<file path="config.mk">
export PLATFORM = sky130hd
export DESIGN_NAME = priority_slot_allocator_with_aging_flat
export DESIGN_NICKNAME = d
export VERILOG_FILES = /design/src/hdl/spa_pkg.sv /design/src/hdl/spa_if.sv /design/src/hdl/spa_ram.sv /design/src/hdl/spa_ctrl.sv /design/src/hdl/spa_dp.sv /design/src/hdl/priority_slot_allocator_with_aging.sv /design/src/flat_wrapper.sv
export SDC_FILE = /design/constraint.sdc
export NUM_CORES = 2
export LEC_CHECK = 0
export BUFFER_PORTS_ARGS = -buffer_cell sky130_fd_sc_hd__buf_2
export CORE_MARGIN = 1.5
export CORE_UTILIZATION = 47
export DETAILED_ROUTE_END_ITERATION = 8
export PLACE_DENSITY_LB_ADDON = 0.08
export SETUP_SLACK_MARGIN = 0.05
export SYNTH_ARGS = -nofsm -noshare
export SYNTH_HDL_FRONTEND = slang
export SYNTH_HIERARCHICAL = 1
export SYNTH_SLANG_ARGS = --single-unit
</file>
<file path="constraint.sdc">
create_clock -name clk -period 10.1 [get_ports clk]
set_input_delay 2.02 -clock clk [delete_from_list [all_inputs] [get_ports clk]]
set_output_delay 2.02 -clock clk [all_outputs]
set_load 0.05 [all_outputs]
</file>
<file path="src/hdl/spa_pkg.sv">
// Package with shared constants, types and codes of the priority slot allocator.
`timescale 1ns / 1ps
package spa_pkg;

  localparam int unsigned SLOT_COUNT_DEF = 64;

  localparam int unsigned PRIO_W  = 8;
  localparam int unsigned TIME_W  = 16;
  localparam int unsigned INDEX_W = 6;
  localparam int unsigned ACT_W   = 7;
  localparam int unsigned DROP_W  = 16;

  localparam logic OP_ALLOC = 1'b0;
  localparam logic OP_TICK  = 1'b1;

  typedef struct packed {
    logic [PRIO_W-1:0] prio;
    logic [TIME_W-1:0] age;
    logic [TIME_W-1:0] life;
  } slot_word_t;

  localparam int unsigned WORD_W = $bits(slot_word_t);

  typedef struct packed {
    logic capture;
    logic rd_en;
    logic commit;
  } ctrl_cmd_t;

endpackage

</file>
<file path="src/hdl/spa_if.sv">
// Channel interfaces for request items and result items.
`timescale 1ns / 1ps
interface spa_in_if import spa_pkg::*; ();
  logic              valid;
  logic              ready;
  logic              operation;
  logic [PRIO_W-1:0] request_priority;
  logic [TIME_W-1:0] request_lifetime;
  logic [TIME_W-1:0] tick_amount;

  modport source (output valid, output operation, output request_priority,
                  output request_lifetime, output tick_amount, input ready);
  modport sink (input valid, input operation, input request_priority,
                input request_lifetime, input tick_amount, output ready);
endinterface

interface spa_out_if import spa_pkg::*; ();
  logic               valid;
  logic               ready;
  logic [INDEX_W-1:0] slot_index;
  logic               granted;
  logic               evicted;
  logic [ACT_W-1:0]   active_count;
  logic [DROP_W-1:0]  dropped_total;

  modport source (output valid, output slot_index, output granted, output evicted,
                  output active_count, output dropped_total, input ready);
  modport sink (input valid, input slot_index, input granted, input evicted,
                input active_count, input dropped_total, output ready);
endinterface

</file>
<file path="src/hdl/spa_ram.sv">
// Generic simple dual-port RAM with registered read data.
`timescale 1ns / 1ps
module spa_ram #(
  parameter int unsigned WIDTH = 8,
  parameter int unsigned DEPTH = 64
) (
  input  logic                     clk,
  input  logic                     we,
  input  logic [$clog2(DEPTH)-1:0] waddr,
  input  logic [WIDTH-1:0]         wdata,
  input  logic                     re,
  input  logic [$clog2(DEPTH)-1:0] raddr,
  output logic [WIDTH-1:0]         rdata
);

  logic [WIDTH-1:0] mem [DEPTH];

  always_ff @(posedge clk) begin
    if (we) begin
      mem[waddr] <= wdata;
    end
    if (re) begin
      rdata <= mem[raddr];
    end
  end

endmodule

</file>
<file path="src/hdl/spa_ctrl.sv">
// Controller state machine that sequences the slot scan, commit and result hand-off.
`timescale 1ns / 1ps
module spa_ctrl import spa_pkg::*; #(
  parameter int unsigned SLOT_COUNT = SLOT_COUNT_DEF
) (
  input  logic                          clk,
  input  logic                          rst_n,
  input  logic                          in_valid,
  output logic                          in_ready,
  output logic                          out_valid,
  input  logic                          out_ready,
  output ctrl_cmd_t                     cmd,
  output logic [$clog2(SLOT_COUNT)-1:0] rd_addr
);

  localparam int unsigned IDX_W = $clog2(SLOT_COUNT);
  localparam logic [IDX_W-1:0] LAST_IDX = IDX_W'(SLOT_COUNT - 1);

  localparam logic [2:0] ST_IDLE   = 3'd0;
  localparam logic [2:0] ST_SCAN   = 3'd1;
  localparam logic [2:0] ST_DRAIN  = 3'd2;
  localparam logic [2:0] ST_COMMIT = 3'd3;
  localparam logic [2:0] ST_OUT    = 3'd4;

  logic [2:0]       state_r, state_nxt;
  logic [IDX_W-1:0] idx_r, idx_nxt;

  always_comb begin
    state_nxt   = state_r;
    idx_nxt     = idx_r;
    cmd         = '0;
    in_ready    = 1'b0;
    out_valid   = 1'b0;
    case (state_r)
      ST_IDLE: begin
        in_ready = 1'b1;
        if (in_valid) begin
          cmd.capture = 1'b1;
          idx_nxt     = '0;
          state_nxt   = ST_SCAN;
        end
      end
      ST_SCAN: begin
        cmd.rd_en = 1'b1;
        if (idx_r == LAST_IDX) begin
          state_nxt = ST_DRAIN;
        end else begin
          idx_nxt = idx_r + 1'b1;
        end
      end
      ST_DRAIN: begin
        state_nxt = ST_COMMIT;
      end
      ST_COMMIT: begin
        cmd.commit = 1'b1;
        state_nxt  = ST_OUT;
      end
      ST_OUT: begin
        out_valid = 1'b1;
        if (out_ready) begin
          state_nxt = ST_IDLE;
        end
      end
      default: begin
        state_nxt = ST_IDLE;
      end
    endcase
  end

  assign rd_addr = idx_r;

  always_ff @(posedge clk) begin
    if (!rst_n) begin
      state_r <= ST_IDLE;
      idx_r   <= '0;
    end else begin
      state_r <= state_nxt;
      idx_r   <= idx_nxt;
    end
  end

endmodule

</file>
<file path="src/hdl/spa_dp.sv">
// Datapath holding the slot store, busy marks, counters, scan trackers and result register.
`timescale 1ns / 1ps
module spa_dp import spa_pkg::*; #(
  parameter int unsigned SLOT_COUNT = SLOT_COUNT_DEF
) (
  input  logic                          clk,
  input  logic                          rst_n,
  input  ctrl_cmd_t                     cmd,
  input  logic [$clog2(SLOT_COUNT)-1:0] rd_addr,
  input  logic                          operation,
  input  logic [PRIO_W-1:0]             request_priority,
  input  logic [TIME_W-1:0]             request_lifetime,
  input  logic [TIME_W-1:0]             tick_amount,
  output logic [INDEX_W-1:0]            slot_index,
  output logic                          granted,
  output logic                          evicted,
  output logic [ACT_W-1:0]              active_count,
  output logic [DROP_W-1:0]             dropped_total
);

  localparam int unsigned IDX_W = $clog2(SLOT_COUNT);
  localparam int unsigned CNT_W = $clog2(SLOT_COUNT + 1);

  logic              op_r;
  logic [PRIO_W-1:0] prio_r;
  logic [TIME_W-1:0] life_r;
  logic [TIME_W-1:0] tick_r;

  logic              p_vld_r;
  logic [IDX_W-1:0]  p_idx_r;

  logic [SLOT_COUNT-1:0] busy_r;
  logic [CNT_W-1:0]      count_r, count_nxt;
  logic [DROP_W-1:0]     drop_r, drop_nxt;

  logic              free_found_r, free_found_nxt;
  logic [IDX_W-1:0]  free_idx_r, free_idx_nxt;
  logic              best_found_r, best_found_nxt;
  logic [IDX_W-1:0]  best_idx_r, best_idx_nxt;
  logic [PRIO_W-1:0] best_prio_r, best_prio_nxt;
  logic [TIME_W-1:0] best_age_r, best_age_nxt;

  logic [INDEX_W-1:0] out_idx_r;
  logic               out_grant_r;
  logic               out_evict_r;
  logic [ACT_W-1:0]   out_act_r;
  logic [DROP_W-1:0]  out_drop_r;

  logic [WORD_W-1:0] rd_data;
  logic [WORD_W-1:0] wr_data;
  logic [IDX_W-1:0]  wr_addr;
  logic              wr_en;
  slot_word_t        rd_word;
  slot_word_t        tick_word;
  slot_word_t        alloc_word;
  logic [TIME_W:0]   age_sum;
  logic [TIME_W-1:0] new_age;
  logic              cur_busy;
  logic              tick_stage;
  logic              alloc_stage;
  logic              expire;
  logic              candidate;
  logic              grant;
  logic              alloc_commit;
  logic [IDX_W-1:0]  win_idx;
  logic [IDX_W+INDEX_W-1:0] win_idx_ext;
  logic [CNT_W+ACT_W-1:0]   count_ext;

  spa_ram #(
    .WIDTH(WORD_W),
    .DEPTH(SLOT_COUNT)
  ) u_ram (
    .clk   (clk),
    .we    (wr_en),
    .waddr (wr_addr),
    .wdata (wr_data),
    .re    (cmd.rd_en),
    .raddr (rd_addr),
    .rdata (rd_data)
  );

  always_comb begin
    rd_word     = slot_word_t'(rd_data);
    age_sum     = {1'b0, rd_word.age} + {1'b0, tick_r};
    new_age     = age_sum[TIME_W] ? '1 : age_sum[TIME_W-1:0];
    cur_busy    = busy_r[p_idx_r];
    tick_stage  = p_vld_r && (op_r == OP_TICK) && cur_busy;
    alloc_stage = p_vld_r && (op_r == OP_ALLOC);
    expire      = new_age >= rd_word.life;

    tick_word      = rd_word;
    tick_word.age  = new_age;
    alloc_word.prio = prio_r;
    alloc_word.age  = '0;
    alloc_word.life = life_r;

    grant        = free_found_r || best_found_r;
    win_idx      = free_found_r ? free_idx_r : best_idx_r;
    alloc_commit = cmd.commit && (op_r == OP_ALLOC) && grant;

    wr_en   = tick_stage || alloc_commit;
    wr_addr = cmd.commit ? win_idx : p_idx_r;
    wr_data = cmd.commit ? WORD_W'(alloc_word) : WORD_W'(tick_word);

    candidate = cur_busy && (rd_word.prio <= prio_r) &&
                (!best_found_r || (rd_word.prio < best_prio_r) ||
                 ((rd_word.prio == best_prio_r) && (rd_word.age > best_age_r)));
  end

  always_comb begin
    free_found_nxt = free_found_r;
    free_idx_nxt   = free_idx_r;
    best_found_nxt = best_found_r;
    best_idx_nxt   = best_idx_r;
    best_prio_nxt  = best_prio_r;
    best_age_nxt   = best_age_r;
    if (cmd.capture) begin
      free_found_nxt = 1'b0;
      best_found_nxt = 1'b0;
    end else if (alloc_stage) begin
      if (!cur_busy && !free_found_r) begin
        free_found_nxt = 1'b1;
        free_idx_nxt   = p_idx_r;
      end
      if (candidate) begin
        best_found_nxt = 1'b1;
        best_idx_nxt   = p_idx_r;
        best_prio_nxt  = rd_word.prio;
        best_age_nxt   = rd_word.age;
      end
    end
  end

  always_comb begin
    count_nxt = count_r;
    drop_nxt  = drop_r;
    if (tick_stage && expire) begin
      count_nxt = count_r - 1'b1;
    end else if (alloc_commit && free_found_r) begin
      count_nxt = count_r + 1'b1;
    end
    if (cmd.commit && (op_r == OP_ALLOC) && !grant && (drop_r != '1)) begin
      drop_nxt = drop_r + 1'b1;
    end
  end

  assign win_idx_ext = {{INDEX_W{1'b0}}, win_idx};
  assign count_ext   = {{ACT_W{1'b0}}, count_nxt};

  always_ff @(posedge clk) begin
    if (cmd.capture) begin
      op_r   <= operation;
      prio_r <= request_priority;
      life_r <= request_lifetime;
      tick_r <= tick_amount;
    end
    p_idx_r      <= rd_addr;
    free_found_r <= free_found_nxt;
    free_idx_r   <= free_idx_nxt;
    best_found_r <= best_found_nxt;
    best_idx_r   <= best_idx_nxt;
    best_prio_r  <= best_prio_nxt;
    best_age_r   <= best_age_nxt;
    if (cmd.commit) begin
      out_idx_r   <= alloc_commit ? win_idx_ext[INDEX_W-1:0] : '0;
      out_grant_r <= alloc_commit;
      out_evict_r <= alloc_commit && !free_found_r;
      out_act_r   <= count_ext[ACT_W-1:0];
      out_drop_r  <= drop_nxt;
    end
  end

  always_ff @(posedge clk) begin
    if (!rst_n) begin
      p_vld_r <= 1'b0;
      busy_r  <= '0;
      count_r <= '0;
      drop_r  <= '0;
    end else begin
      p_vld_r <= cmd.rd_en;
      count_r <= count_nxt;
      drop_r  <= drop_nxt;
      if (tick_stage && expire) begin
        busy_r[p_idx_r] <= 1'b0;
      end else if (alloc_commit) begin
        busy_r[win_idx] <= 1'b1;
      end
    end
  end

  assign slot_index    = out_idx_r;
  assign granted       = out_grant_r;
  assign evicted       = out_evict_r;
  assign active_count  = out_act_r;
  assign dropped_total = out_drop_r;

endmodule

</file>
<file path="src/hdl/priority_slot_allocator_with_aging.sv">
// Top level of the priority slot allocator with aging.
// Each accepted item runs through the states scan, drain and commit before its result is valid.
// A new item is accepted only after the result of the last one has been taken.
// The slot scan reads one entry of the slot RAM per cycle.
// Reset is synchronous and active low; it frees every slot and clears the drop count.
`timescale 1ns / 1ps
module priority_slot_allocator_with_aging import spa_pkg::*; #(
  parameter int unsigned SLOT_COUNT = SLOT_COUNT_DEF
) (
  input  logic    clk,
  input  logic    rst_n,
  spa_in_if.sink  in_ch,
  spa_out_if.source out_ch
);

  ctrl_cmd_t                     cmd;
  logic [$clog2(SLOT_COUNT)-1:0] rd_addr;

  spa_ctrl #(
    .SLOT_COUNT(SLOT_COUNT)
  ) u_ctrl (
    .clk       (clk),
    .rst_n     (rst_n),
    .in_valid  (in_ch.valid),
    .in_ready  (in_ch.ready),
    .out_valid (out_ch.valid),
    .out_ready (out_ch.ready),
    .cmd       (cmd),
    .rd_addr   (rd_addr)
  );

  spa_dp #(
    .SLOT_COUNT(SLOT_COUNT)
  ) u_dp (
    .clk              (clk),
    .rst_n            (rst_n),
    .cmd              (cmd),
    .rd_addr          (rd_addr),
    .operation        (in_ch.operation),
    .request_priority (in_ch.request_priority),
    .request_lifetime (in_ch.request_lifetime),
    .tick_amount      (in_ch.tick_amount),
    .slot_index       (out_ch.slot_index),
    .granted          (out_ch.granted),
    .evicted          (out_ch.evicted),
    .active_count     (out_ch.active_count),
    .dropped_total    (out_ch.dropped_total)
  );

endmodule

</file>
<file path="src/flat_wrapper.sv">
// flat-port wrapper written by rule: the top's interface ports become plain ports
module priority_slot_allocator_with_aging_flat import spa_pkg::*;
#(
  parameter int unsigned SLOT_COUNT = SLOT_COUNT_DEF
)
  (clk, rst_n, in_ch_valid, in_ch_operation, in_ch_request_priority, in_ch_request_lifetime, in_ch_tick_amount, in_ch_ready, out_ch_valid, out_ch_slot_index, out_ch_granted, out_ch_evicted, out_ch_active_count, out_ch_dropped_total, out_ch_ready);
  spa_in_if in_ch_i ();
  spa_out_if out_ch_i ();
  input  logic clk;
  input  logic rst_n;
  input wire logic [$bits(in_ch_i.valid)-1:0] in_ch_valid;
  input wire logic [$bits(in_ch_i.operation)-1:0] in_ch_operation;
  input wire logic [$bits(in_ch_i.request_priority)-1:0] in_ch_request_priority;
  input wire logic [$bits(in_ch_i.request_lifetime)-1:0] in_ch_request_lifetime;
  input wire logic [$bits(in_ch_i.tick_amount)-1:0] in_ch_tick_amount;
  output wire logic [$bits(in_ch_i.ready)-1:0] in_ch_ready;
  output wire logic [$bits(out_ch_i.valid)-1:0] out_ch_valid;
  output wire logic [$bits(out_ch_i.slot_index)-1:0] out_ch_slot_index;
  output wire logic [$bits(out_ch_i.granted)-1:0] out_ch_granted;
  output wire logic [$bits(out_ch_i.evicted)-1:0] out_ch_evicted;
  output wire logic [$bits(out_ch_i.active_count)-1:0] out_ch_active_count;
  output wire logic [$bits(out_ch_i.dropped_total)-1:0] out_ch_dropped_total;
  input wire logic [$bits(out_ch_i.ready)-1:0] out_ch_ready;
  assign in_ch_i.valid = in_ch_valid;
  assign in_ch_i.operation = in_ch_operation;
  assign in_ch_i.request_priority = in_ch_request_priority;
  assign in_ch_i.request_lifetime = in_ch_request_lifetime;
  assign in_ch_i.tick_amount = in_ch_tick_amount;
  assign in_ch_ready = in_ch_i.ready;
  assign out_ch_valid = out_ch_i.valid;
  assign out_ch_slot_index = out_ch_i.slot_index;
  assign out_ch_granted = out_ch_i.granted;
  assign out_ch_evicted = out_ch_i.evicted;
  assign out_ch_active_count = out_ch_i.active_count;
  assign out_ch_dropped_total = out_ch_i.dropped_total;
  assign out_ch_i.ready = out_ch_ready;
  priority_slot_allocator_with_aging #(.SLOT_COUNT(SLOT_COUNT)) u_core (.clk(clk), .rst_n(rst_n), .in_ch(in_ch_i), .out_ch(out_ch_i));
endmodule
</file>
==> parameters.txt <==
Parameter                              Value

Cells and area
  Filler-free cell count of the finished design    slightly below 9000
  Layout Nets    ~5700
  Area growth from synthesis to layout    13.3%
  Fraction of final layout cells with drive strength greater than 1    0.254

Setup path
  Crit Path Class    register to register
  Count of buffering cells on the critical path with inverters included    1
  Critical path data arrival time    approximately 6.3 ns
  Cells traversed along the worst timing path    ha_1 > fa_1 > a21o_1 > a21oi_1 > o21bai_1 > a21oi_1 > o21ai_0 > a21oi_4 > buf_4 > nor2b_1 > ha_1 > nor2b_1 > o21ai_0 > nand2_1 > a21o_1 > a21o_1 > a211o_1 > mux2i_1 > or2_1
  Source of the worst register-to-register timing path    u_core/u_dp/u_ram/rdata[16]
  Maximum fanout encountered on the critical timing path    25
  Critical path's slowest cell    sky130_fd_sc_hd__a211o_1
  Most used cell, CP    sky130_fd_sc_hd__a21o_1
  Data required time at the worst endpoint    around 11 ns
  Launching element type of the critical path    register
  Longest individual stage delay on the worst path    0.79 ns
  Launch point of the critical path    u_core/u_dp/u_ram/rdata[16]
  Family with the most delay on the worst path    compound AO/OA/AOI/OAI gates
  Kind of capture point of the worst setup path    register

Power and ir drop
  Static leakage    roughly 38 nW
  Power density relative to cell area    between 200 and 250 nW/um2
  Power Total    24.9 mW
  Max rail drop VDD    0.000110 V

CTS
  Resize count post-CTS    0
  Postcts setup bufs    0
  TritonCTS clock tree    done
  Sink Count    2813
  CTS H-tree depth    5
  TritonCTS buffer count    slightly above 300
  Clk slew on worst S/H paths    about 0.060 ns
  Clock Root Buffer    sky130_fd_sc_hd__clkbuf_16
  Clock Tree Buf Depth    4
  Clock insertion delay at the later pin of the skew report    ~0.92 ns
  CTS Hold Buffers Added    0

Timing
  Final setup violation count    0
  Unrepaired setup endpoints after global routing    no
  Clock tree skew after final layout    0.0519 ns
  Final max-slew violation count    0
  Final worst-path cycle share    0.563
  Relative slew slack    0.104
  Final hold violations    0
  Highest Clock Rate    176 MHz
  Worst-margin pin slew    1.34 ns
  Total negative slack for setup checks    0 ns
  Final Critical Period    approximately 5.7 ns

Floorplanning
  Full die area    around 240000 um2
  Area of the core region    231000 um2
  Number of placed I/O pins    approximately 80
  Number of standard-cell rows in the floorplan    ~180
  Floorplan die width    ~490 um
  Initial cell density of the core    0.474
  Die height    roughly 490 um

Synthesis
  Post-Syn Nets    around 5400
  Share of flip-flops with an asynchronous set or reset    0
  Distinct cell type count after synthesis    76
  Netlist area before placement    between 100000 and 150000 um2
  Sequential area share after synthesis    0.764
  Cell count after synthesis    5311
  Number of enable-type register cells in the synthesized netlist    2708
  Dominant synthesized flop cell    sky130_fd_sc_hd__edfxtp_1
  Average size of a mapped cell    about 21 um2
  Synth warn    6
  Synthesized flop and latch total    between 2000 and 3000

Global route
  Global router's overall resource usage    0.248
  Via count of the first global-routing pass    roughly 55000
  Pin count of the biggest net entering global routing    128
  Residual overflow from global routing    0
  Number of antenna violations at the first check in global routing    6
  First-pass GRT wire length    414 mm

Route
  Via/cell ratio    a little over 6
  Overall via count from detail_route    54473
  Residual DRC count    0
  Average routed wire per standard cell    roughly 33 um
  Drt total wl    291 mm
  Drt first pass iters    5
  Number of nets with antenna violations after routing    0
  Drt first-iter violations    5934

Hold path
  Worst hold path type    register to register
  Worst Min Path Start    u_core/u_dp/busy_r[27]

Place
  Half-perimeter wire length after detailed placement    between 150 and 200 mm
  Gp weighted congestion    between 0.8 and 0.9
  Count of input and output buffers    77
  # placed instances    between 8000 and 9000

Status
  Run status    completed

Flow run
  MaxCap Viol Count    0
## per-layer routing
metal	share of wire	global-route usage	up-vias
li1	-	-	22749
met1	0.43	0.353	29424
met2	0.49	0.401	1868
met3	0.055	0.0306	432
met4	0.032	0.0794	0
met5	0	0	-
## report_power, final
part           leakage [nW]  switching (mW)  total [mW]  internal (mW)
Sequential             25.1          0.0310        13.1           13.0
Combinational          8.20           0.806        1.20          0.399
Clock                  4.59            4.39        10.6           6.21
## kinds of logic (layout without fill, tap and decap cells)
family                     Yosys count  after routing  synth area share
AOI/OAI and AO/OA                  687            687            0.0413
xor gates and xnor gates            31             31           0.00249
adders and majority gates           69             69           0.00797
buffers and inverters              352            851            0.0158
DFF                               2813           2813             0.764
muxes                              795            795             0.143
other                                0              6                 0
and+or+nand+nor                    564            564            0.0255
## per-stage QoR
step | instance area, um2 | setup WS (ns) | util | hold WS (ns)
3_3_place_gp | 114000 | 4.61 | 0.496 | 0.456
3_5_place_dp | 114000 | 4.46 | 0.496 | 0.466
2_1_floorplan | 109000 | 3.51 | - | 0.384
5_1_grt | 124000 | 4.08 | 0.537 | 0.500
6_report | 124000 | 4.41 | 0.537 | 0.486
4_1_cts | 124000 | 4.43 | 0.536 | 0.476
## synthesized netlist by cell type (32+ instances only)
| library cell | instances | area [um2] |
|---|---|---|
| sky130_fd_sc_hd__nor4_1 | 35 | 219 |
| sky130_fd_sc_hd__clkbuf_1 | 105 | 394 |
| sky130_fd_sc_hd__buf_2 | 91 | 455 |
| sky130_fd_sc_hd__buf_4 | 51 | 383 |
| sky130_fd_sc_hd__o21ai_0 | 91 | 455 |
| sky130_fd_sc_hd__inv_1 | 69 | 259 |
| sky130_fd_sc_hd__o221ai_1 | 43 | 377 |
| sky130_fd_sc_hd__dfxtp_1 | 105 | 2100 |
| sky130_fd_sc_hd__nor2_1 | 201 | 754 |
| sky130_fd_sc_hd__a221oi_1 | 40 | 350 |
| sky130_fd_sc_hd__o22ai_1 | 150 | 938 |
| sky130_fd_sc_hd__mux2i_1 | 137 | 1370 |
| sky130_fd_sc_hd__a21oi_1 | 161 | 806 |
| sky130_fd_sc_hd__nand2_1 | 101 | 379 |
| sky130_fd_sc_hd__nor2b_1 | 32 | 200 |
| sky130_fd_sc_hd__mux2_2 | 50 | 563 |
| sky130_fd_sc_hd__ha_1 | 68 | 851 |
| sky130_fd_sc_hd__edfxtp_1 | 2708 | 81300 |
| sky130_fd_sc_hd__mux4_2 | 608 | 13700 |
## cells in the final DEF (no fill, tap or decap), types with 19 or more instances in the layout
cell type / count
sky130_fd_sc_hd__o22ai_1: 150
sky130_fd_sc_hd__o22a_1: 29
sky130_fd_sc_hd__a21o_1: 19
sky130_fd_sc_hd__nor2_4: 66
sky130_fd_sc_hd__edfxtp_1: 2708
sky130_fd_sc_hd__xnor2_1: 19
sky130_fd_sc_hd__o221ai_1: 43
sky130_fd_sc_hd__mux4_2: 608
sky130_fd_sc_hd__clkbuf_16: 313
sky130_fd_sc_hd__mux2_2: 50
sky130_fd_sc_hd__buf_4: 179
sky130_fd_sc_hd__mux2i_1: 137
sky130_fd_sc_hd__clkinv_1: 56
sky130_fd_sc_hd__a21oi_1: 150
sky130_fd_sc_hd__and3_1: 29
sky130_fd_sc_hd__nor4_1: 19
sky130_fd_sc_hd__and2_1: 28
sky130_fd_sc_hd__nand3_1: 29
sky130_fd_sc_hd__buf_2: 77
sky130_fd_sc_hd__dfxtp_1: 98
sky130_fd_sc_hd__nand2b_1: 23
sky130_fd_sc_hd__a221oi_1: 40
sky130_fd_sc_hd__nand2_1: 99
sky130_fd_sc_hd__clkbuf_1: 63
sky130_fd_sc_hd__o21ai_1: 19
sky130_fd_sc_hd__nor2b_1: 26
sky130_fd_sc_hd__ha_1: 68
sky130_fd_sc_hd__o21a_1: 24
sky130_fd_sc_hd__inv_1: 69
sky130_fd_sc_hd__nor2_1: 136
sky130_fd_sc_hd__a22oi_1: 20
sky130_fd_sc_hd__clkinv_2: 51
sky130_fd_sc_hd__bufinv_16: 21
sky130_fd_sc_hd__o21ai_0: 75
## final timing paths
path                            endpoint  slack [ns]  cells past startpoint
max          u_core/u_dp/active_count[1]        4.41                     19
min               u_core/u_dp/busy_r[27]        0.49                      2
max reg2reg  u_core/u_dp/active_count[1]        4.41                     19
min reg2reg       u_core/u_dp/busy_r[27]        0.49                      2
## layout make-up
cell class / instances / area, um2
Fill cell: 17799 / 107000
Sequential cell: 2813 / 83400
Multi-Input combinational cell: 2146 / 25000
Clock buffer: 381 / 8140
Tap cell: 3026 / 3790
Timing Repair Buffer: 263 / 1870
Clock inverter: 138 / 1180
Inverter: 69 / 259
Antenna cell: 6 / 15.0
## state kept, by name (all words and copies together) (netlist names), 8 cells and up
register	flops
u_core/u_dp/best_age_r	16
u_core/u_dp/best_prio_r	8
u_core/u_dp/busy_r	64
u_core/u_dp/drop_r	16
u_core/u_dp/dropped_total	16
u_core/u_dp/life_r	16
u_core/u_dp/prio_r	8
u_core/u_dp/tick_r	16
u_core/u_dp/u_ram/mem	2560
u_core/u_dp/u_ram/rdata	40
## worst min-delay path: stages (launching register included)
cell and delay (ns):
sky130_fd_sc_hd__dfxtp_1 0.32, sky130_fd_sc_hd__o41ai_2 0.05, sky130_fd_sc_hd__a21oi_1 0.07
(Power assumes the default switching activity.)
